`config.mk`:
```
export PLATFORM = sky130hd
export DESIGN_NAME = i8mac_requant
export DESIGN_NICKNAME = d
export VERILOG_FILES = /design/src/design/i8mac_pkg.sv /design/src/design/i8mac_requant.sv
export SDC_FILE = /design/constraint.sdc
export NUM_CORES = 2
export LEC_CHECK = 0
export BUFFER_PORTS_ARGS = -buffer_cell sky130_fd_sc_hd__buf_2
export CAP_MARGIN = 20
export CORE_MARGIN = 5
export CORE_UTILIZATION = 59
export DETAILED_ROUTE_END_ITERATION = 8
export PLACE_DENSITY = 0.83
export RECOVER_POWER = 25
export SYNTH_ARGS = -nofsm -noshare
export SYNTH_HDL_FRONTEND = slang
export SYNTH_SLANG_ARGS = --single-unit
```
`constraint.sdc`:
```
create_clock -name clk -period 15.8 [get_ports clk]
set_clock_uncertainty 0.05 [all_clocks]
set_input_delay 1.58 -clock clk [delete_from_list [all_inputs] [get_ports clk]]
set_output_delay 1.58 -clock clk [all_outputs]
set_load 0.05 [all_outputs]
```
`src/design/i8mac_pkg.sv`:
```
package i8mac_pkg;

	// Lane count and the fixed number of per-lane fields in one transaction.
	localparam int LANES = 4;
	localparam int NFIELD = 4;

	// Output queue that holds finished results while the consumer stalls.
	localparam int FIFO_DEPTH = 8;
	localparam int FIFO_AW = $clog2(FIFO_DEPTH);
	localparam int CNT_W = $clog2(FIFO_DEPTH + 1);

	// Q0.31 multiplier fraction width and its round-half-up constant.
	localparam int FRAC_BITS = 31;
	localparam logic signed [63:0] ROUND_BIAS = 64'sd1 <<< (FRAC_BITS - 1);

	// Configuration register indexes.
	typedef enum logic [2:0] {
		REG_ACT_OFFSET  = 3'd0,
		REG_WGT_OFFSET  = 3'd1,
		REG_OUT_OFFSET  = 3'd2,
		REG_SCALE_MULT  = 3'd3,
		REG_SCALE_SHIFT = 3'd4,
		REG_CLAMP_LOW   = 3'd5,
		REG_CLAMP_HIGH  = 3'd6
	} cfg_reg_t;

	typedef struct packed {
		logic signed [7:0]  act_value;
		logic               pad;
		logic signed [7:0]  wgt_lane0;
		logic signed [7:0]  wgt_lane1;
		logic signed [7:0]  wgt_lane2;
		logic signed [7:0]  wgt_lane3;
		logic signed [31:0] bias_lane0;
		logic signed [31:0] bias_lane1;
		logic signed [31:0] bias_lane2;
		logic signed [31:0] bias_lane3;
		logic               first_tap;
		logic               last_tap;
	} in_t;

	typedef struct packed {
		logic signed [7:0] out_lane0;
		logic signed [7:0] out_lane1;
		logic signed [7:0] out_lane2;
		logic signed [7:0] out_lane3;
	} out_t;

	typedef struct packed {
		logic signed [15:0] act_offset;
		logic signed [15:0] wgt_offset;
		logic signed [15:0] out_offset;
		logic signed [31:0] scale_mult;
		logic signed [6:0]  scale_shift;
		logic signed [15:0] clamp_low;
		logic signed [15:0] clamp_high;
	} cfg_t;

	// Per-tap control that travels with the lane data.
	typedef struct packed {
		logic valid;
		logic first;
		logic last;
	} tap_ctrl_t;

endpackage

```
`src/design/i8mac_requant.sv`:
```
module i8mac_requant import i8mac_pkg::*; (
	input  logic               clk,
	input  logic               arst_n,
	input  cfg_t               cfg,
	input  logic signed [31:0] acc,
	input  logic               start,
	output logic signed [7:0]  res,
	output logic               res_valid
);

	logic               v_s1, v_s2, v_s3, v_s4;
	logic signed [63:0] mul_s1;
	logic signed [31:0] m_s2;
	logic signed [31:0] sh_s3;
	logic signed [7:0]  res_s4;
	logic signed [63:0] mul_c, sum_c;
	logic signed [32:0] m33_c;
	logic signed [31:0] m_c;
	logic signed [6:0]  neg_sh;
	logic [4:0]         lamt, ramt;
	logic               rnd;
	logic signed [31:0] v_c;
	logic signed [15:0] v16, o16, lo16;

	// Valid pipeline.
	always_ff @(posedge clk or negedge arst_n) begin
		if (!arst_n) begin
			v_s1 <= 1'b0;
			v_s2 <= 1'b0;
			v_s3 <= 1'b0;
			v_s4 <= 1'b0;
		end else begin
			v_s1 <= start;
			v_s2 <= v_s1;
			v_s3 <= v_s2;
			v_s4 <= v_s3;
		end
	end

	// Full-width product of the accumulator and the Q0.31 multiplier.
	assign mul_c = 64'(acc) * 64'(cfg.scale_mult);

	// Round half up, drop the fraction, saturate to int32.
	always_comb begin
		sum_c = mul_s1 + ROUND_BIAS;
		m33_c = sum_c[63:FRAC_BITS];
		if (m33_c[32] != m33_c[31]) begin
			m_c = m33_c[32] ? 32'sh8000_0000 : 32'sh7fff_ffff;
		end else begin
			m_c = m33_c[31:0];
		end
	end

	// Shift paths: left shift wraps its count modulo 32, right shift rounds,
	// and right shifts of 32 or more always give zero.
	always_comb begin
		neg_sh = -cfg.scale_shift;
		lamt   = neg_sh[4:0];
		ramt   = cfg.scale_shift[4:0];
		rnd    = (ramt == 5'd0) ? 1'b0 : m_s2[5'(ramt - 5'd1)];
		if (cfg.scale_shift[6]) begin
			v_c = m_s2 <<< lamt;
		end else if (cfg.scale_shift[5]) begin
			v_c = '0;
		end else begin
			// Keep the sum signed so the right shift stays arithmetic.
			v_c = (m_s2 >>> ramt) + $signed({31'd0, rnd});
		end
	end

	// Saturate to int16, add the output offset, clamp low then high.
	always_comb begin
		if (sh_s3[31:15] != {17{sh_s3[31]}}) begin
			v16 = sh_s3[31] ? 16'sh8000 : 16'sh7fff;
		end else begin
			v16 = sh_s3[15:0];
		end
		o16  = v16 + cfg.out_offset;
		lo16 = (o16 < cfg.clamp_low) ? cfg.clamp_low : o16;
		if (lo16 > cfg.clamp_high) begin
			lo16 = cfg.clamp_high;
		end
	end

	always_ff @(posedge clk) begin
		mul_s1 <= mul_c;
		m_s2   <= m_c;
		sh_s3  <= v_c;
		res_s4 <= lo16[7:0];
	end

	assign res       = res_s4;
	assign res_valid = v_s4;

endmodule
```
==> metrics.log <==
[metrics] total grt overflow: 0
[metrics] number of inserted filler cells in the final layout: 6,107
[metrics] CTS tree: built
[metrics] classification of the worst-slack hold path: reg2reg
[metrics] most common cell in the synthesized netlist: sky130_fd_sc_hd__fa_1
[metrics] final-stage net count: 6,248
[metrics] cell type group with the largest total delay on the critical path: adder cells
[metrics] XOR/XNOR share of the synthesized area: 2.289%
[metrics] Placement Rows: 101
[metrics] element type at the critical path end: flop
[metrics] Slew headroom: 30.74%
[metrics] Reg clk slew, reported paths: 80 ps
[metrics] Crit path required time: 16,010 ps
[metrics] share of the synthesized area in the top cell type: 48.38%
[metrics] multiplexer area fraction after synthesis: 4.869%
[metrics] cell type of the slowest stage on the worst timing path: sky130_fd_sc_hd__buf_2
[metrics] First DRT Iteration DRCs: 2,833
[metrics] die width: 285.5 um
[metrics] number of routed nets with antenna violations: 0
[metrics] Final Hold Vio Count: 0
[metrics] DRC violations left: 0
[metrics] via count of the routed design: 33,590
[metrics] area of the mapped netlist: 44,770 sq um
[metrics] RD Place Congestion: 0.9501
[metrics] share of the yosys chip area belonging to registers: 4.964%
[metrics] # resized after CTS: 0
[metrics] share of synthesized registers carrying an async set or reset: 3.636%
[metrics] wire length per cell after detailed routing: 20.35 um
[metrics] synthesized-area fraction occupied by and/or/nand/nor cells: 16.31%
[metrics] via count of the first global-routing pass: 36,650
[metrics] buffer depth of the longest clock path: 2
[metrics] pin count of the biggest net entering global routing: 68
[metrics] Syn-to-layout area delta: 3.231%
[metrics] worst hold slack: 305.5 ps
[metrics] number of buffers inserted by port buffering: 130
[metrics] TritonCTS sink count: 110
[metrics] total negative slack: 0 ps
[metrics] # H-tree levels: 3
[metrics] largest cells by area after synthesis: sky130_fd_sc_hd__fa_1 48%, sky130_fd_sc_hd__inv_1 9.0%, sky130_fd_sc_hd__and2_1 7.4%, sky130_fd_sc_hd__ha_1 6.5%, sky130_fd_sc_hd__nand2_1 5.3%
[metrics] number of hold-repair buffers added at the cts stage: 0
[metrics] y dimension of the die: 285.5 um
[metrics] first-pass GRT wire length: 190,600 um
[metrics] cell area after placement: 45,880 sq um
[metrics] outcome: finished, final reports clean
[metrics] top cells by count, synth: 1,082 x sky130_fd_sc_hd__fa_1, 1,070 x sky130_fd_sc_hd__inv_1, 633 x sky130_fd_sc_hd__nand2_1, 530 x sky130_fd_sc_hd__and2_1, 238 x sky130_fd_sc_hd__clkbuf_1
[metrics] cts bufs inserted: 9
[metrics] number of max-cap violations: 0
[metrics] adder-cell share of the synthesized area: 54.84%
[metrics] number of iterations in the first detailed-routing pass: 6
[metrics] Arr. time, crit path: 10,080 ps
[metrics] synthesized flop and latch total: 110
[metrics] Tcrit/Tclk final: 62.43%
[metrics] buffers plus inverters on the worst setup path: 9
[metrics] crit path max fanout: 32
[metrics] total track usage: 29.44%
[metrics] critical path class: in2reg
[metrics] gate count of the mapped netlist: 4,866
[metrics] number of synthesized flops with an enable pin: 0
[metrics] cell at the root of the clock tree: sky130_fd_sc_hd__clkbuf_16
[metrics] Mapped Nets: 6,333
[metrics] number of antenna violations at the first check in global routing: 10
[metrics] dominant combinational cell family by area after synthesis: adder cells
[metrics] count of unique library cells instantiated by Yosys: 86
[metrics] Mapped Avg Cell Area: 9.200 sq um
[metrics] clock latency of the later-clocked register in the worst-skew pair: 370 ps
[metrics] count of boundary I/O pins: 163
[metrics] post-route minimum period: 9865 ps
[metrics] core outline area: 75,570 sq um
[metrics] estimated wirelength of the detail-placed design: 88,700 um
[metrics] drt total wl: 117,500 um
[metrics] Die Area: 81,490 sq um
[metrics] Warnings, synthesis: 0
[metrics] Max Transition Viols Final: 0
[metrics] compound-gate portion of the synthesized area: 5.397%
[metrics] RSZ-0062 raised after global routing: no
[metrics] predominant post-synthesis flop cell: sky130_fd_sc_hd__dfxtp_1
[metrics] cell repeated most along the worst path: sky130_fd_sc_hd__fa_1
[metrics] transition at the pin with the smallest max-transition slack: 1039 ps
[metrics] Final Cell Area: 46,210 sq um
[metrics] initial core utilization: 59.24%
[metrics] Final setup violation count: 0
[metrics] vias per std cell: 5.818
[metrics] dominant cell type by area after synthesis: sky130_fd_sc_hd__fa_1
[metrics] delay of the slowest cell on the worst path: 710 ps
[metrics] critical path startpoint category: input pin
[metrics] share of post-route cells with drive strength above 1: 5.997%
[metrics] highest clock rate: 101.4 MHz
[metrics] postcts setup bufs: 0
-- cells in the final DEF (no fill, tap or decap), types with 16 or more instances in the layout --
cell type,n
sky130_fd_sc_hd__nand3_1,50
sky130_fd_sc_hd__buf_4,37
sky130_fd_sc_hd__nand2_1,633
sky130_fd_sc_hd__fa_1,1082
sky130_fd_sc_hd__a21oi_1,98
sky130_fd_sc_hd__ha_1,231
sky130_fd_sc_hd__dfxtp_1,106
sky130_fd_sc_hd__o22ai_1,19
sky130_fd_sc_hd__nor3_1,22
sky130_fd_sc_hd__o21a_1,19
sky130_fd_sc_hd__o211ai_1,16
sky130_fd_sc_hd__nor2b_1,37
sky130_fd_sc_hd__a211oi_1,17
sky130_fd_sc_hd__nand4_1,17
sky130_fd_sc_hd__and2_1,530
sky130_fd_sc_hd__mux2i_1,55
sky130_fd_sc_hd__xnor2_1,76
sky130_fd_sc_hd__a21o_1,26
sky130_fd_sc_hd__xor2_1,40
sky130_fd_sc_hd__buf_2,119
sky130_fd_sc_hd__mux4_2,49
sky130_fd_sc_hd__nand2b_1,27
sky130_fd_sc_hd__o21ai_0,109
sky130_fd_sc_hd__nor2_1,85
sky130_fd_sc_hd__mux2_2,41
sky130_fd_sc_hd__inv_1,1070
-- final timing paths --
path / startpoint / endpoint / slack, ps / cells after the start
max in group asynchronous: arst_n / v_s1 / 14550 / 1
setup reg to reg: sh_s3[27] / res[6] / 7870 / 37
min in group asynchronous: arst_n / res_valid / 970 / 1
hold reg to reg: v_s3 / res_valid / 310 / 0
hold / removal: v_s3 / res_valid / 310 / 0
setup / recovery: acc[9] / mul_s1[61] / 5940 / 28
-- registers in the layout (all words and copies together), names as in the netlist --
signal / count
mul_s1: 34
res_valid: 1
sh_s3: 32
res: 8
m_s2: 32
v_s1: 1
v_s3: 1
v_s2: 1
-- cell type report --
type	count	area, sq um	share of cell area (%)
clock inverters	7	86.33	0.1868
well taps	978	1224	2.648
multi-input cells	3421	37480	81.11
repair buffers	167	925.9	2.003
inverters	1072	4024	8.707
flip-flops and latches	110	2222	4.808
diodes	9	22.52	0.04873
clock buffers	9	225.2	0.4873
-- metrics by stage --
| step | util (%) | worst slack, ps | cells |
|---|---|---|---|
| floorplan | - | 7018 | 4866 |
| global placement | 60.71 | 5677 | 5747 |
| detailed placement | 60.71 | 5690 | 5747 |
| CTS | 61.12 | 6069 | 5763 |
| global route | 61.14 | 5618 | 5770 |
| finish | 61.15 | 5935 | 5773 |
-- per-layer routing --
layer  up-vias  global-route usage (%)  wire (um)
li1      14350                       -          -
met1     16860                   39.24      43940
met2      1969                   48.03      54790
met3       413                   6.303      13300
met4         2                   10.96       5449
met5         -                       0         13
-- logic make-up (layout without fill, tap and decap cells) --
family,after synthesis,after routing
AOI/OAI and AO/OA,387,387
xor gates and xnor gates,117,117
adders and majority gates,1313,1313
buffers and inverters,1335,1255
DFF,110,110
muxes,148,148
other,0,9
and+or+nand+nor,1456,1456
Power is not shown: default switching activity piles up to over one toggle a cycle in this logic, so the estimate is an artifact.
