[config.mk]
export PLATFORM = sky130hd
export DESIGN_NAME = i8mac_lane
export DESIGN_NICKNAME = d
export VERILOG_FILES = /design/src/design/i8mac_pkg.sv /design/src/design/i8mac_lane.sv
export SDC_FILE = /design/constraint.sdc
export NUM_CORES = 1
export LEC_CHECK = 0
export BUFFER_PORTS_ARGS = -buffer_cell sky130_fd_sc_hd__buf_2
export CAP_MARGIN = 40
export CORE_ASPECT_RATIO = 1.1
export CORE_MARGIN = 4
export CORE_UTILIZATION = 45
export DETAILED_ROUTE_END_ITERATION = 10
export PLACE_DENSITY = 0.72
export SYNTH_ARGS = -nofsm -noshare
export SYNTH_HDL_FRONTEND = slang
export SYNTH_SLANG_ARGS = --single-unit
[constraint.sdc]
create_clock -name clk -period 7.8 [get_ports clk]
set_input_delay 0.78 -clock clk [delete_from_list [all_inputs] [get_ports clk]]
set_output_delay 0.78 -clock clk [all_outputs]
set_load 0.02 [all_outputs]
[src/design/i8mac_pkg.sv]
package i8mac_pkg;

	// Lane count and the fixed number of per-lane fields in one transaction.
	localparam int LANES = 4;
	localparam int NFIELD = 4;

	// Output queue that holds finished results while the consumer stalls.
	localparam int FIFO_DEPTH = 8;
	localparam int FIFO_AW = $clog2(FIFO_DEPTH);
	localparam int CNT_W = $clog2(FIFO_DEPTH + 1);

	// Q0.31 multiplier fraction width and its round-half-up constant.
	localparam int FRAC_BITS = 31;
	localparam logic signed [63:0] ROUND_BIAS = 64'sd1 <<< (FRAC_BITS - 1);

	// Configuration register indexes.
	typedef enum logic [2:0] {
		REG_ACT_OFFSET  = 3'd0,
		REG_WGT_OFFSET  = 3'd1,
		REG_OUT_OFFSET  = 3'd2,
		REG_SCALE_MULT  = 3'd3,
		REG_SCALE_SHIFT = 3'd4,
		REG_CLAMP_LOW   = 3'd5,
		REG_CLAMP_HIGH  = 3'd6
	} cfg_reg_t;

	typedef struct packed {
		logic signed [7:0]  act_value;
		logic               pad;
		logic signed [7:0]  wgt_lane0;
		logic signed [7:0]  wgt_lane1;
		logic signed [7:0]  wgt_lane2;
		logic signed [7:0]  wgt_lane3;
		logic signed [31:0] bias_lane0;
		logic signed [31:0] bias_lane1;
		logic signed [31:0] bias_lane2;
		logic signed [31:0] bias_lane3;
		logic               first_tap;
		logic               last_tap;
	} in_t;

	typedef struct packed {
		logic signed [7:0] out_lane0;
		logic signed [7:0] out_lane1;
		logic signed [7:0] out_lane2;
		logic signed [7:0] out_lane3;
	} out_t;

	typedef struct packed {
		logic signed [15:0] act_offset;
		logic signed [15:0] wgt_offset;
		logic signed [15:0] out_offset;
		logic signed [31:0] scale_mult;
		logic signed [6:0]  scale_shift;
		logic signed [15:0] clamp_low;
		logic signed [15:0] clamp_high;
	} cfg_t;

	// Per-tap control that travels with the lane data.
	typedef struct packed {
		logic valid;
		logic first;
		logic last;
	} tap_ctrl_t;

endpackage

[src/design/i8mac_lane.sv]
module i8mac_lane import i8mac_pkg::*; (
	input  logic               clk,
	input  logic               arst_n,
	input  cfg_t               cfg,
	input  tap_ctrl_t          ctrl,
	input  logic signed [7:0]  act_value,
	input  logic               pad,
	input  logic signed [7:0]  wgt,
	input  logic signed [31:0] bias,
	output logic signed [31:0] acc,
	output logic               acc_done
);

	tap_ctrl_t          ctrl_s1, ctrl_s2;
	logic signed [15:0] a16_s1, w16_s1;
	logic signed [31:0] bias_s1, bias_s2;
	logic signed [31:0] prod_s2;
	logic signed [31:0] acc_q;
	logic               done_q;
	logic signed [15:0] a_ext, w_ext;
	logic signed [31:0] prod_c;

	// Offset adds in 16-bit wrap; a padded tap's activation is zeroed before its offset add.
	assign a_ext = pad ? 16'sd0 : 16'(act_value);
	assign w_ext = 16'(wgt);
	assign prod_c = 32'(a16_s1) * 32'(w16_s1);

	// Control pipeline.
	always_ff @(posedge clk or negedge arst_n) begin
		if (!arst_n) begin
			ctrl_s1 <= '0;
			ctrl_s2 <= '0;
			done_q  <= 1'b0;
		end else begin
			ctrl_s1 <= ctrl;
			ctrl_s2 <= ctrl_s1;
			done_q  <= ctrl_s2.valid && ctrl_s2.last;
		end
	end

	// Data pipeline: offset stage, then the 16x16 product.
	always_ff @(posedge clk) begin
		a16_s1  <= a_ext + cfg.act_offset;
		w16_s1  <= w_ext + cfg.wgt_offset;
		bias_s1 <= bias;
		prod_s2 <= prod_c;
		bias_s2 <= bias_s1;
	end

	// Accumulator: the first tap of a window loads the bias before adding.
	always_ff @(posedge clk or negedge arst_n) begin
		if (!arst_n) begin
			acc_q <= '0;
		end else if (ctrl_s2.valid) begin
			acc_q <= (ctrl_s2.first ? bias_s2 : acc_q) + prod_s2;
		end
	end

	assign acc      = acc_q;
	assign acc_done = done_q;

endmodule

==> flow_results.xml, run 1 <==
<?xml version="1.0" encoding="UTF-8"?>
<metrics>
  <group name="finish">
    <metric name="multiInputGateArea" unit="µm²">12200</metric>
    <metric name="flow.area_growth_from_synthesis" unit="%">9.87</metric>
    <metric name="count_of_nets_after_finishing" unit="">2440</metric>
    <metric name="nFillCells" unit="">3398</metric>
    <metric name="register_area" unit="µm²">3540</metric>
    <metric name="drive_above_1_share" unit="">0.123</metric>
    <metric name="stdcell_count" unit="">2366</metric>
    <metric name="antenna_cells" unit="">0</metric>
    <metric name="final_cell_area" unit="µm²">18800</metric>
  </group>
  <group name="clock_network">
    <metric name="num_cts_buffers" unit="">17</metric>
    <metric name="clockBufferDepth" unit="">2</metric>
    <metric name="cts_post_setup_buffers_inserted" unit="">0</metric>
    <metric name="htree_num_levels" unit="">4</metric>
    <metric name="clock_insertion_delay_worst_skew" unit="ns">0.46</metric>
    <metric name="tritoncts" unit="">built</metric>
    <metric name="clk_root_buffer_cell" unit="">clkbuf_16</metric>
    <metric name="cts.sinks" unit="">167</metric>
    <metric name="cts.clk_slew.worst_paths" unit="ns">0.08</metric>
    <metric name="cts.hold.buffers_added" unit="">0</metric>
    <metric name="ctsResizeCount" unit="">0</metric>
  </group>
  <group name="worst_setup_path">
    <metric name="critical_path.reg2reg.endpoint" unit="">prod_s2[30]$_DFF_P_</metric>
    <metric name="worst_r2r_path_depth" unit="">19</metric>
    <metric name="worst-path-max-fanout" unit="">16</metric>
    <metric name="crit_start" unit="">w16_s1[1]$_DFF_P_</metric>
    <metric name="reg2reg_setup_slack" unit="ns">0.83</metric>
    <metric name="crit_required" unit="ns">8.15</metric>
    <metric name="cp-start-kind" unit="">flip-flop</metric>
    <metric name="setup.worst_path.end_class" unit="">flip-flop</metric>
    <metric name="timing.rr.start" unit="">w16_s1[1]$_DFF_P_</metric>
    <metric name="arrival" unit="ns">7.31</metric>
    <metric name="crit_path_end" unit="">prod_s2[30]$_DFF_P_</metric>
    <metric name="timing.setup.critical_path_class" unit="">reg -&gt; reg</metric>
  </group>
  <group name="route">
    <metric name="initial_drc_count" unit="">614</metric>
    <metric name="routed_wire_length_per_instance" unit="µm">15.8</metric>
    <metric name="routed_vias" unit="">12200</metric>
    <metric name="met3RoutedLength" unit="µm">2190</metric>
    <metric name="drtAntennaViolNets" unit="">0</metric>
    <metric name="detail_route.wirelength" unit="µm">37400</metric>
    <metric name="dr.max_layer_used" unit="">met4</metric>
    <metric name="drcViolationCount" unit="">0</metric>
    <metric name="drt-met1-wl" unit="µm">15700</metric>
    <metric name="met2WireLength" unit="µm">18400</metric>
    <metric name="firstDrtPassIters" unit="">5</metric>
    <metric name="avgViaCountPerCell" unit="">5.14</metric>
  </group>
  <group name="placed_design">
    <metric name="finalWeightedCongestion" unit="">0.883</metric>
    <metric name="place.port_buffers" unit="">118</metric>
    <metric name="placement.cell_area" unit="µm²">18200</metric>
    <metric name="dp_hpwl" unit="µm">30200</metric>
    <metric name="placed_cells" unit="">2334</metric>
  </group>
  <group name="yosys">
    <metric name="synthDominantAreaCellType" unit="">fa_1</metric>
    <metric name="synthesis.yosys.warnings" unit="">0</metric>
    <metric name="netlist-cell-type-count" unit="">72</metric>
    <metric name="most_frequently_used_cell_type_in_the_post_synthesis_netlist" unit="">inv_1</metric>
    <metric name="synthArstFlopShare" unit="">0.234</metric>
    <metric name="ys_seq_area_frac" unit="">0.207</metric>
    <metric name="synthesis.instances" unit="">1752</metric>
    <metric name="edff_count_synth" unit="">0</metric>
    <metric name="synth_area" unit="µm²">17100</metric>
    <metric name="synthesis.area_per_instance" unit="µm²">9.76</metric>
    <metric name="synth.ff_latch_count" unit="">167</metric>
    <metric name="synth_common_cells" unit="">inv_1 (301), fa_1 (265), nand2_1 (170)</metric>
    <metric name="dominantRegCellSynth" unit="">dfxtp_1</metric>
    <metric name="synth_top_area_frac" unit="">0.310</metric>
    <metric name="synth.top_cells.by_area" unit="">fa_1 (31%), dfxtp_1 (15%), ha_1 (10%), inv_1 (6.6%), dfrtp_1 (5.7%)</metric>
    <metric name="synth_fp_nets" unit="">2333</metric>
  </group>
  <group name="timing">
    <metric name="setup_violations" unit="">0</metric>
    <metric name="fmax" unit="GHz">0.144</metric>
    <metric name="fin_worst_skew" unit="ns">0.0182</metric>
    <metric name="timing.final.crit_share" unit="">0.893</metric>
    <metric name="timing_max_transition_violations_final" unit="">0</metric>
    <metric name="grt_setup_unrepaired" unit="">false</metric>
    <metric name="timing.max_slew.rel_slack" unit="">0.463</metric>
    <metric name="hold_violations" unit="">0</metric>
    <metric name="setup_tns" unit="ns">0</metric>
    <metric name="finalCriticalPeriod" unit="ns">6.97</metric>
    <metric name="tightest_slew" unit="ns">0.804</metric>
  </group>
  <group name="floorplan">
    <metric name="start_util" unit="">0.458</metric>
    <metric name="die_w" unit="µm">194</metric>
    <metric name="io-pin-count" unit="">206</metric>
    <metric name="die_y" unit="µm">212</metric>
    <metric name="design.core.area" unit="µm²">37300</metric>
    <metric name="die_area" unit="µm²">41200</metric>
    <metric name="num_rows" unit="">74</metric>
  </group>
  <group name="worst_hold_path">
    <metric name="min-delay-path-class" unit="">reg -&gt; reg</metric>
  </group>
  <group name="global_route">
    <metric name="grt_pass1_wl" unit="µm">64700</metric>
    <metric name="grt_use_total" unit="">0.191</metric>
    <metric name="globalRoute.totalOverflow" unit="">0</metric>
    <metric name="maximum_number_of_pins_on_one_net_before_global_route_repair" unit="">40</metric>
    <metric name="number_of_antenna_violations_at_the_first_check_in_global_routing" unit="">0</metric>
    <metric name="number_of_global_route_vias_before_repair" unit="">13500</metric>
  </group>
  <group name="flow_run">
    <metric name="cap_viol_max_count" unit="">0</metric>
  </group>
  <group name="run_status">
    <metric name="outcome" unit="">finished clean</metric>
  </group>
</metrics>
-- worst min path at each step --
| stage | startpoint | slack (ns) | cells after the start | endpoint |
|---|---|---|---|---|
| floorplan | bias_s1[0]$_DFF_P_ | 0.31 | 0 | bias_s2[0]$_DFF_P_ |
| global placement | bias_s1[2]$_DFF_P_ | 0.31 | 0 | bias_s2[2]$_DFF_P_ |
| detailed placement | bias_s1[31]$_DFF_P_ | 0.31 | 0 | bias_s2[31]$_DFF_P_ |
| CTS | bias_s1[6]$_DFF_P_ | 0.33 | 0 | bias_s2[6]$_DFF_P_ |
| global route | bias_s1[26]$_DFF_P_ | 0.33 | 0 | bias_s2[26]$_DFF_P_ |
| finish | bias_s1[26]$_DFF_P_ | 0.32 | 0 | bias_s2[26]$_DFF_P_ |
-- metal layers --
metal,GRT usage,vias up
met4,0.0672,0
li1,-,5777
met2,0.335,363
met5,0,-
met3,0.0333,76
met1,0.241,5957
-- layout by cell type, fill, tap and decap left out, types with 4 or more instances in the layout --
cell type    n
inv_1      301
fa_1       265
nand2_1    170
ha_1       143
and2_1     128
dfxtp_1    128
buf_2      118
nor2_1      73
a21oi_1     60
xnor2_1     58
o21ai_0     50
mux2_2      48
dfrtp_1     38
xor2_1      22
a21o_1      20
nand3_1     19
nor3_1      19
clkbuf_16   19
nor2b_1     15
nand2b_1    14
buf_4       13
a211oi_1    11
o21a_1      10
and3_1       9
or3_1        8
nand4_1      7
o21bai_1     6
a31oi_1      6
o211ai_1     5
a21boi_0     5
inv_6        5
a211o_1      4
o31ai_1      4
o2111ai_1    4
-- cells by family after synthesis --
family,Yosys count,synth area share
fa+ha+maj,408,0.415
buf+inv,345,0.0790
xor+xnor,80,0.0410
flops,167,0.207
mux,51,0.0334
compound gates,216,0.0830
simple gates,485,0.142
-- worst max-delay path, stage by stage (launching register included) --
cell	delay [ns]
dfxtp_1	0.77
nand2_1	0.21
inv_1	0.18
fa_1	0.55
fa_1	0.86
fa_1	0.52
fa_1	0.51
fa_1	0.49
inv_1	0.05
fa_1	0.47
inv_1	0.05
ha_1	0.38
nand3_1	0.13
nor2_1	0.29
nand2_1	0.09
nor3_1	0.53
o41ai_1	0.27
o2111ai_1	0.26
a21oi_1	0.11
xnor2_1	0.12
-- flip-flops by register name, indices dropped and copies added (netlist names) --
signal,flops
prod_s2,32
bias_s2,32
acc_done,1
bias_s1,32
ctrl_s1,3
acc,32
ctrl_s2,3
a16_s1,16
w16_s1,16
-- layout make-up --
type,instances,area share
tap,494,0.0329
sequential,167,0.188
timing repair buffer,132,0.0377
multi-input combinational,1240,0.650
clock inverter,11,0.00526
inverter,301,0.0601
clock buffer,21,0.0257
-- per-stage QoR --
| step | worst slack (ns) | hold WS, ns | util |
|---|---|---|---|
| floorplan | 1.81 | 0.310 | - |
| global route | 0.430 | 0.330 | 0.503 |
| CTS | 0.858 | 0.328 | 0.503 |
| finish | 0.833 | 0.323 | 0.503 |
| detailed placement | 0.900 | 0.312 | 0.488 |
| global placement | 0.987 | 0.311 | 0.487 |
Power of run 1 is left out: the tool's default activity adds up to more than one toggle a clock period on the data nets, which glitch-free logic cannot reach.
==> run 2: changes to the inputs <==
RECOVER_POWER = 50   (was not set)
==> flow_results.xml, run 2 (same netlist as run 1, synthesis figures left out) <==
<?xml version="1.0" encoding="UTF-8"?>
<metrics>
  <group name="floorplan">
    <metric name="io-pin-count" unit="">206</metric>
    <metric name="die_y" unit="µm">212</metric>
    <metric name="die_area" unit="µm²">41200</metric>
    <metric name="num_rows" unit="">74</metric>
    <metric name="start_util" unit="">0.458</metric>
    <metric name="die_w" unit="µm">194</metric>
    <metric name="design.core.area" unit="µm²">37300</metric>
  </group>
  <group name="finish">
    <metric name="nFillCells" unit="">3401</metric>
    <metric name="layout_common_cells" unit="">inv_1 (301), fa_1 (265), nand2_1 (170)</metric>
    <metric name="antenna_cells" unit="">0</metric>
    <metric name="flow.area_growth_from_synthesis" unit="%">9.81</metric>
    <metric name="multiInputGateArea" unit="µm²">12200</metric>
    <metric name="drive_above_1_share" unit="">0.120</metric>
    <metric name="count_of_nets_after_finishing" unit="">2440</metric>
    <metric name="mostFrequentLayoutCell" unit="">inv_1</metric>
    <metric name="register_area" unit="µm²">3540</metric>
  </group>
  <group name="placed_design">
    <metric name="dp_hpwl" unit="µm">30200</metric>
    <metric name="finalWeightedCongestion" unit="">0.883</metric>
    <metric name="place.port_buffers" unit="">118</metric>
  </group>
  <group name="worst_setup_path">
    <metric name="arrival" unit="ns">7.31</metric>
    <metric name="critical_path.reg2reg.endpoint" unit="">prod_s2[30]$_DFF_P_</metric>
    <metric name="timing.rr.start" unit="">w16_s1[1]$_DFF_P_</metric>
    <metric name="worst_r2r_path_depth" unit="">19</metric>
    <metric name="timing.setup.critical_path_class" unit="">reg -&gt; reg</metric>
    <metric name="setup.worst_path.end_class" unit="">flip-flop</metric>
    <metric name="crit_required" unit="ns">8.15</metric>
    <metric name="reg2reg_setup_slack" unit="ns">0.83</metric>
    <metric name="worst-path-max-fanout" unit="">16</metric>
    <metric name="cp-start-kind" unit="">flip-flop</metric>
  </group>
  <group name="global_route">
    <metric name="grt_pass1_wl" unit="µm">64700</metric>
    <metric name="number_of_antenna_violations_at_the_first_check_in_global_routing" unit="">0</metric>
    <metric name="globalRoute.totalOverflow" unit="">0</metric>
    <metric name="number_of_global_route_vias_before_repair" unit="">13500</metric>
    <metric name="maximum_number_of_pins_on_one_net_before_global_route_repair" unit="">40</metric>
    <metric name="grt_use_total" unit="">0.191</metric>
  </group>
  <group name="run_status">
    <metric name="violations" unit="">capacitance limit, slew limit</metric>
    <metric name="outcome" unit="">finished with violations</metric>
  </group>
  <group name="timing">
    <metric name="fmax" unit="GHz">0.144</metric>
    <metric name="tightest_slew" unit="ns">2.23</metric>
    <metric name="timing.final.crit_share" unit="">0.893</metric>
    <metric name="grt_setup_unrepaired" unit="">false</metric>
    <metric name="timing.max_slew.rel_slack" unit="">-0.489</metric>
    <metric name="timing_max_transition_violations_final" unit="">40</metric>
    <metric name="setup_violations" unit="">0</metric>
    <metric name="fin_worst_skew" unit="ns">0.0177</metric>
    <metric name="finalCriticalPeriod" unit="ns">6.97</metric>
    <metric name="hold_violations" unit="">0</metric>
    <metric name="setup_tns" unit="ns">0</metric>
  </group>
  <group name="clock_network">
    <metric name="clock_insertion_delay_worst_skew" unit="ns">0.46</metric>
    <metric name="htree_num_levels" unit="">4</metric>
    <metric name="num_cts_buffers" unit="">17</metric>
    <metric name="clockBufferDepth" unit="">2</metric>
    <metric name="cts.hold.buffers_added" unit="">0</metric>
    <metric name="ctsResizeCount" unit="">0</metric>
    <metric name="cts.clk_slew.worst_paths" unit="ns">0.08</metric>
    <metric name="cts.sinks" unit="">167</metric>
    <metric name="cts_post_setup_buffers_inserted" unit="">0</metric>
    <metric name="clk_root_buffer_cell" unit="">clkbuf_16</metric>
    <metric name="tritoncts" unit="">built</metric>
  </group>
  <group name="flow_run">
    <metric name="cap_viol_max_count" unit="">1</metric>
  </group>
  <group name="worst_hold_path">
    <metric name="min-delay-path-class" unit="">reg -&gt; reg</metric>
    <metric name="hold_end" unit="">bias_s2[26]$_DFF_P_</metric>
    <metric name="holdPathStages" unit="">0</metric>
    <metric name="min-delay-start" unit="">bias_s1[26]$_DFF_P_</metric>
  </group>
  <group name="route">
    <metric name="routed_wire_length_per_instance" unit="µm">15.8</metric>
    <metric name="firstDrtPassIters" unit="">5</metric>
    <metric name="drtAntennaViolNets" unit="">0</metric>
    <metric name="initial_drc_count" unit="">613</metric>
    <metric name="drcViolationCount" unit="">0</metric>
    <metric name="avgViaCountPerCell" unit="">5.15</metric>
    <metric name="routed_vias" unit="">12200</metric>
    <metric name="detail_route.wirelength" unit="µm">37400</metric>
  </group>
</metrics>
==> run 2: cell types whose count changed in the layout (fill, tap and decap cells not counted) <==
cell / before / now
buf_4: 13 / 12
and2_0: 0 / 1
buf_2: 118 / 114
dfrtp_1: 38 / 39
and2_1: 128 / 127
clkbuf_1: 2 / 7
dfrtp_2: 1 / 0
==> run 2: cell type report <==
cell class                 count  share of cell area
tap                          494              0.0329
multi-input combinational   1240               0.650
timing repair buffer         132              0.0373
clock inverter                11             0.00526
clock buffer                  21              0.0257
inverter                     301              0.0602
sequential                   167               0.188
==> run 2: critical path, cell delays in order, from the launching register on <==
cell and delay, ns:
dfxtp_1 0.77, nand2_1 0.21, inv_1 0.18, fa_1 0.55, fa_1 0.86, fa_1 0.52, fa_1 0.51, fa_1 0.49
inv_1 0.05, fa_1 0.47, inv_1 0.05, ha_1 0.38, nand3_1 0.13, nor2_1 0.29, nand2_1 0.09, nor3_1 0.53
o41ai_1 0.27, o2111ai_1 0.26, a21oi_1 0.11, xnor2_1 0.12
==> run 2: worst max path at each step <==
| stage | startpoint | end | slack, ns | depth (start not counted) |
|---|---|---|---|---|
| after floorplan | w16_s1[1]$_DFF_P_ | prod_s2[30]$_DFF_P_ | 1.81 | 22 |
| after global placement | w16_s1[1]$_DFF_P_ | prod_s2[30]$_DFF_P_ | 0.99 | 19 |
| after detailed placement | w16_s1[1]$_DFF_P_ | prod_s2[30]$_DFF_P_ | 0.90 | 19 |
| after CTS | w16_s1[1]$_DFF_P_ | prod_s2[30]$_DFF_P_ | 0.86 | 19 |
| after global routing | a16_s1[6]$_DFF_P_ | prod_s2[30]$_DFF_P_ | 0.43 | 22 |
| final | w16_s1[1]$_DFF_P_ | prod_s2[30]$_DFF_P_ | 0.83 | 19 |
==> run 2: per-layer routing <==
metal  vias to the layer above  GRT usage  part of all wire  routed length, µm
met2                       365      0.335              0.49              18400
li1                       5779          -                 -                  -
met3                        77     0.0333             0.057               2150
met5                         -          0                 0                  0
met1                      5971      0.241              0.42              15800
met4                         0     0.0672             0.028               1060
==> run 2: metrics by stage <==
stage	utilization	cells	instance area [µm²]	worst slack, ns	hold WS (ns)
2_1_floorplan	-	1752	17100	1.81	0.310
3_3_place_gp	0.487	2333	18200	0.987	0.311
3_5_place_dp	0.488	2334	18200	0.900	0.312
4_1_cts	0.503	2366	18800	0.858	0.328
5_1_grt	0.503	2366	18800	0.430	0.330
6_report	0.503	2366	18800	0.832	0.323
Power of run 2 is left out for the same reason.
==> run 3: changes to the inputs <==
MAX_ROUTING_LAYER = met4   (was not set)
==> flow_results.xml, run 3 (same netlist as run 1, synthesis figures left out) <==
<?xml version="1.0" encoding="UTF-8"?>
<metrics>
  <group name="timing">
    <metric name="tightest_slew" unit="ns">2.18</metric>
    <metric name="setup_tns" unit="ns">0</metric>
    <metric name="finalCriticalPeriod" unit="ns">6.92</metric>
    <metric name="fmax" unit="GHz">0.145</metric>
    <metric name="hold_violations" unit="">0</metric>
    <metric name="timing_max_transition_violations_final" unit="">40</metric>
    <metric name="fin_worst_skew" unit="ns">0.0248</metric>
    <metric name="timing.final.crit_share" unit="">0.887</metric>
    <metric name="setup_violations" unit="">0</metric>
    <metric name="timing.max_slew.rel_slack" unit="">-0.454</metric>
    <metric name="grt_setup_unrepaired" unit="">false</metric>
  </group>
  <group name="floorplan">
    <metric name="start_util" unit="">0.458</metric>
    <metric name="design.core.area" unit="µm²">37300</metric>
    <metric name="die_area" unit="µm²">41200</metric>
    <metric name="die_w" unit="µm">194</metric>
    <metric name="io-pin-count" unit="">206</metric>
    <metric name="num_rows" unit="">74</metric>
    <metric name="die_y" unit="µm">212</metric>
  </group>
  <group name="clock_network">
    <metric name="ctsResizeCount" unit="">0</metric>
    <metric name="cts.hold.buffers_added" unit="">0</metric>
    <metric name="num_cts_buffers" unit="">17</metric>
    <metric name="htree_num_levels" unit="">4</metric>
    <metric name="cts_post_setup_buffers_inserted" unit="">0</metric>
    <metric name="clock_insertion_delay_worst_skew" unit="ns">0.46</metric>
    <metric name="tritoncts" unit="">built</metric>
    <metric name="clk_root_buffer_cell" unit="">clkbuf_16</metric>
    <metric name="clockBufferDepth" unit="">2</metric>
    <metric name="cts.clk_slew.worst_paths" unit="ns">0.07</metric>
    <metric name="cts.sinks" unit="">167</metric>
  </group>
  <group name="finish">
    <metric name="flow.area_growth_from_synthesis" unit="%">9.97</metric>
    <metric name="antenna_cells" unit="">0</metric>
    <metric name="final_cell_area" unit="µm²">18800</metric>
    <metric name="drive_above_1_share" unit="">0.122</metric>
    <metric name="count_of_nets_after_finishing" unit="">2444</metric>
    <metric name="layout_common_cells" unit="">inv_1 (301), fa_1 (265), nand2_1 (170)</metric>
    <metric name="mostFrequentLayoutCell" unit="">inv_1</metric>
  </group>
  <group name="worst_hold_path">
    <metric name="min-delay-path-class" unit="">reg -&gt; reg</metric>
  </group>
  <group name="worst_setup_path">
    <metric name="worst-path-max-fanout" unit="">16</metric>
    <metric name="setup.worst_path.end_class" unit="">flip-flop</metric>
    <metric name="cp-start-kind" unit="">flip-flop</metric>
    <metric name="timing.setup.critical_path_class" unit="">reg -&gt; reg</metric>
    <metric name="crit_required" unit="ns">8.18</metric>
    <metric name="arrival" unit="ns">7.30</metric>
  </group>
  <group name="route">
    <metric name="detail_route.wirelength" unit="µm">37500</metric>
    <metric name="routed_vias" unit="">12200</metric>
    <metric name="routed_wire_length_per_instance" unit="µm">15.8</metric>
    <metric name="avgViaCountPerCell" unit="">5.14</metric>
    <metric name="drcViolationCount" unit="">0</metric>
    <metric name="firstDrtPassIters" unit="">5</metric>
    <metric name="drtAntennaViolNets" unit="">0</metric>
    <metric name="initial_drc_count" unit="">612</metric>
  </group>
  <group name="placed_design">
    <metric name="finalWeightedCongestion" unit="">0.884</metric>
    <metric name="place.port_buffers" unit="">118</metric>
    <metric name="placement.cell_area" unit="µm²">18200</metric>
    <metric name="dp_hpwl" unit="µm">30200</metric>
  </group>
  <group name="global_route">
    <metric name="grt_use_met1" unit="">0.243</metric>
    <metric name="grt_pass1_wl" unit="µm">64700</metric>
    <metric name="globalRoute.totalOverflow" unit="">0</metric>
    <metric name="number_of_antenna_violations_at_the_first_check_in_global_routing" unit="">1</metric>
    <metric name="gr-usage-met2" unit="">0.343</metric>
    <metric name="grt_use_total" unit="">0.197</metric>
    <metric name="number_of_global_route_vias_before_repair" unit="">13400</metric>
    <metric name="use_met3" unit="">0.0277</metric>
    <metric name="grt.busiest_layer" unit="">met2</metric>
    <metric name="maximum_number_of_pins_on_one_net_before_global_route_repair" unit="">40</metric>
  </group>
  <group name="run_status">
    <metric name="violations" unit="">capacitance limit, slew limit</metric>
    <metric name="outcome" unit="">finished with violations</metric>
  </group>
  <group name="flow_run">
    <metric name="cap_viol_max_count" unit="">1</metric>
  </group>
</metrics>
==> run 3: changes by cell type in the layout (fill, tap and decap cells not counted), sizes merged <==
cell,previous run,this run
clkinv,2,3
bufinv,0,1
inv,309,305
buf,127,131
clkinvlp,1,3
==> run 3: worst paths after layout <==
check | slack (ns) | to | from | depth (start not counted)
max | 0.88 | prod_s2[30]$_DFF_P_ | w16_s1[4]$_DFF_P_ | 20
max reg2reg | 0.88 | prod_s2[30]$_DFF_P_ | w16_s1[4]$_DFF_P_ | 20
min in group asynchronous | 1.04 | acc[1]$_DFFE_PN0P_ | arst_n | 2
min | 0.32 | bias_s2[13]$_DFF_P_ | bias_s1[13]$_DFF_P_ | 0
max in group asynchronous | 5.48 | ctrl_s2[0]$_DFF_PN0_ | arst_n | 2
min reg2reg | 0.32 | bias_s2[13]$_DFF_P_ | bias_s1[13]$_DFF_P_ | 0
==> run 3: metrics by stage <==
| stage | setup slack, ns | hold WS [ns] | util | instances |
|---|---|---|---|---|
| 2_1_floorplan | 1.81 | 0.310 | - | 1752 |
| 3_3_place_gp | 0.987 | 0.311 | 0.488 | 2337 |
| 3_5_place_dp | 0.910 | 0.312 | 0.489 | 2338 |
| 4_1_cts | 0.900 | 0.329 | 0.504 | 2370 |
| 5_1_grt | 0.418 | 0.334 | 0.504 | 2370 |
| 6_report | 0.882 | 0.324 | 0.504 | 2370 |
==> run 3: cell type report <==
type                       instances  area, µm²
fill                            3366      18500
multi-input combinational       1240      12200
sequential                       167       3540
inverter                         301       1130
timing repair buffer             136        729
tap                              494        618
clock buffer                      21        462
clock inverter                    11        116
==> run 3: worst max-delay path, cell delays in order, from the launching register on <==
cell and delay (ns):
dfxtp_1 0.77, nand2_1 0.17, fa_1 0.53, fa_1 0.49, inv_1 0.05, fa_1 0.50
inv_1 0.06, fa_1 0.56, fa_1 0.43, fa_1 0.49, inv_1 0.04, ha_1 0.35
a211o_1 0.29, a21oi_1 0.17, nand3b_1 0.10, a21oi_1 0.36, nor3_1 0.22, o41ai_1 0.69
o2111ai_1 0.23, a21oi_1 0.22, xnor2_1 0.13
==> run 3: routing by layer <==
metal / part of all wire / vias up / routed length (µm)
li1: - / 5779 / -
met1: 0.43 / 6022 / 16000
met2: 0.50 / 322 / 18800
met3: 0.048 / 62 / 1820
met4: 0.022 / 0 / 808
met5: 0 / - / 0
Power of run 3 is left out for the same reason.
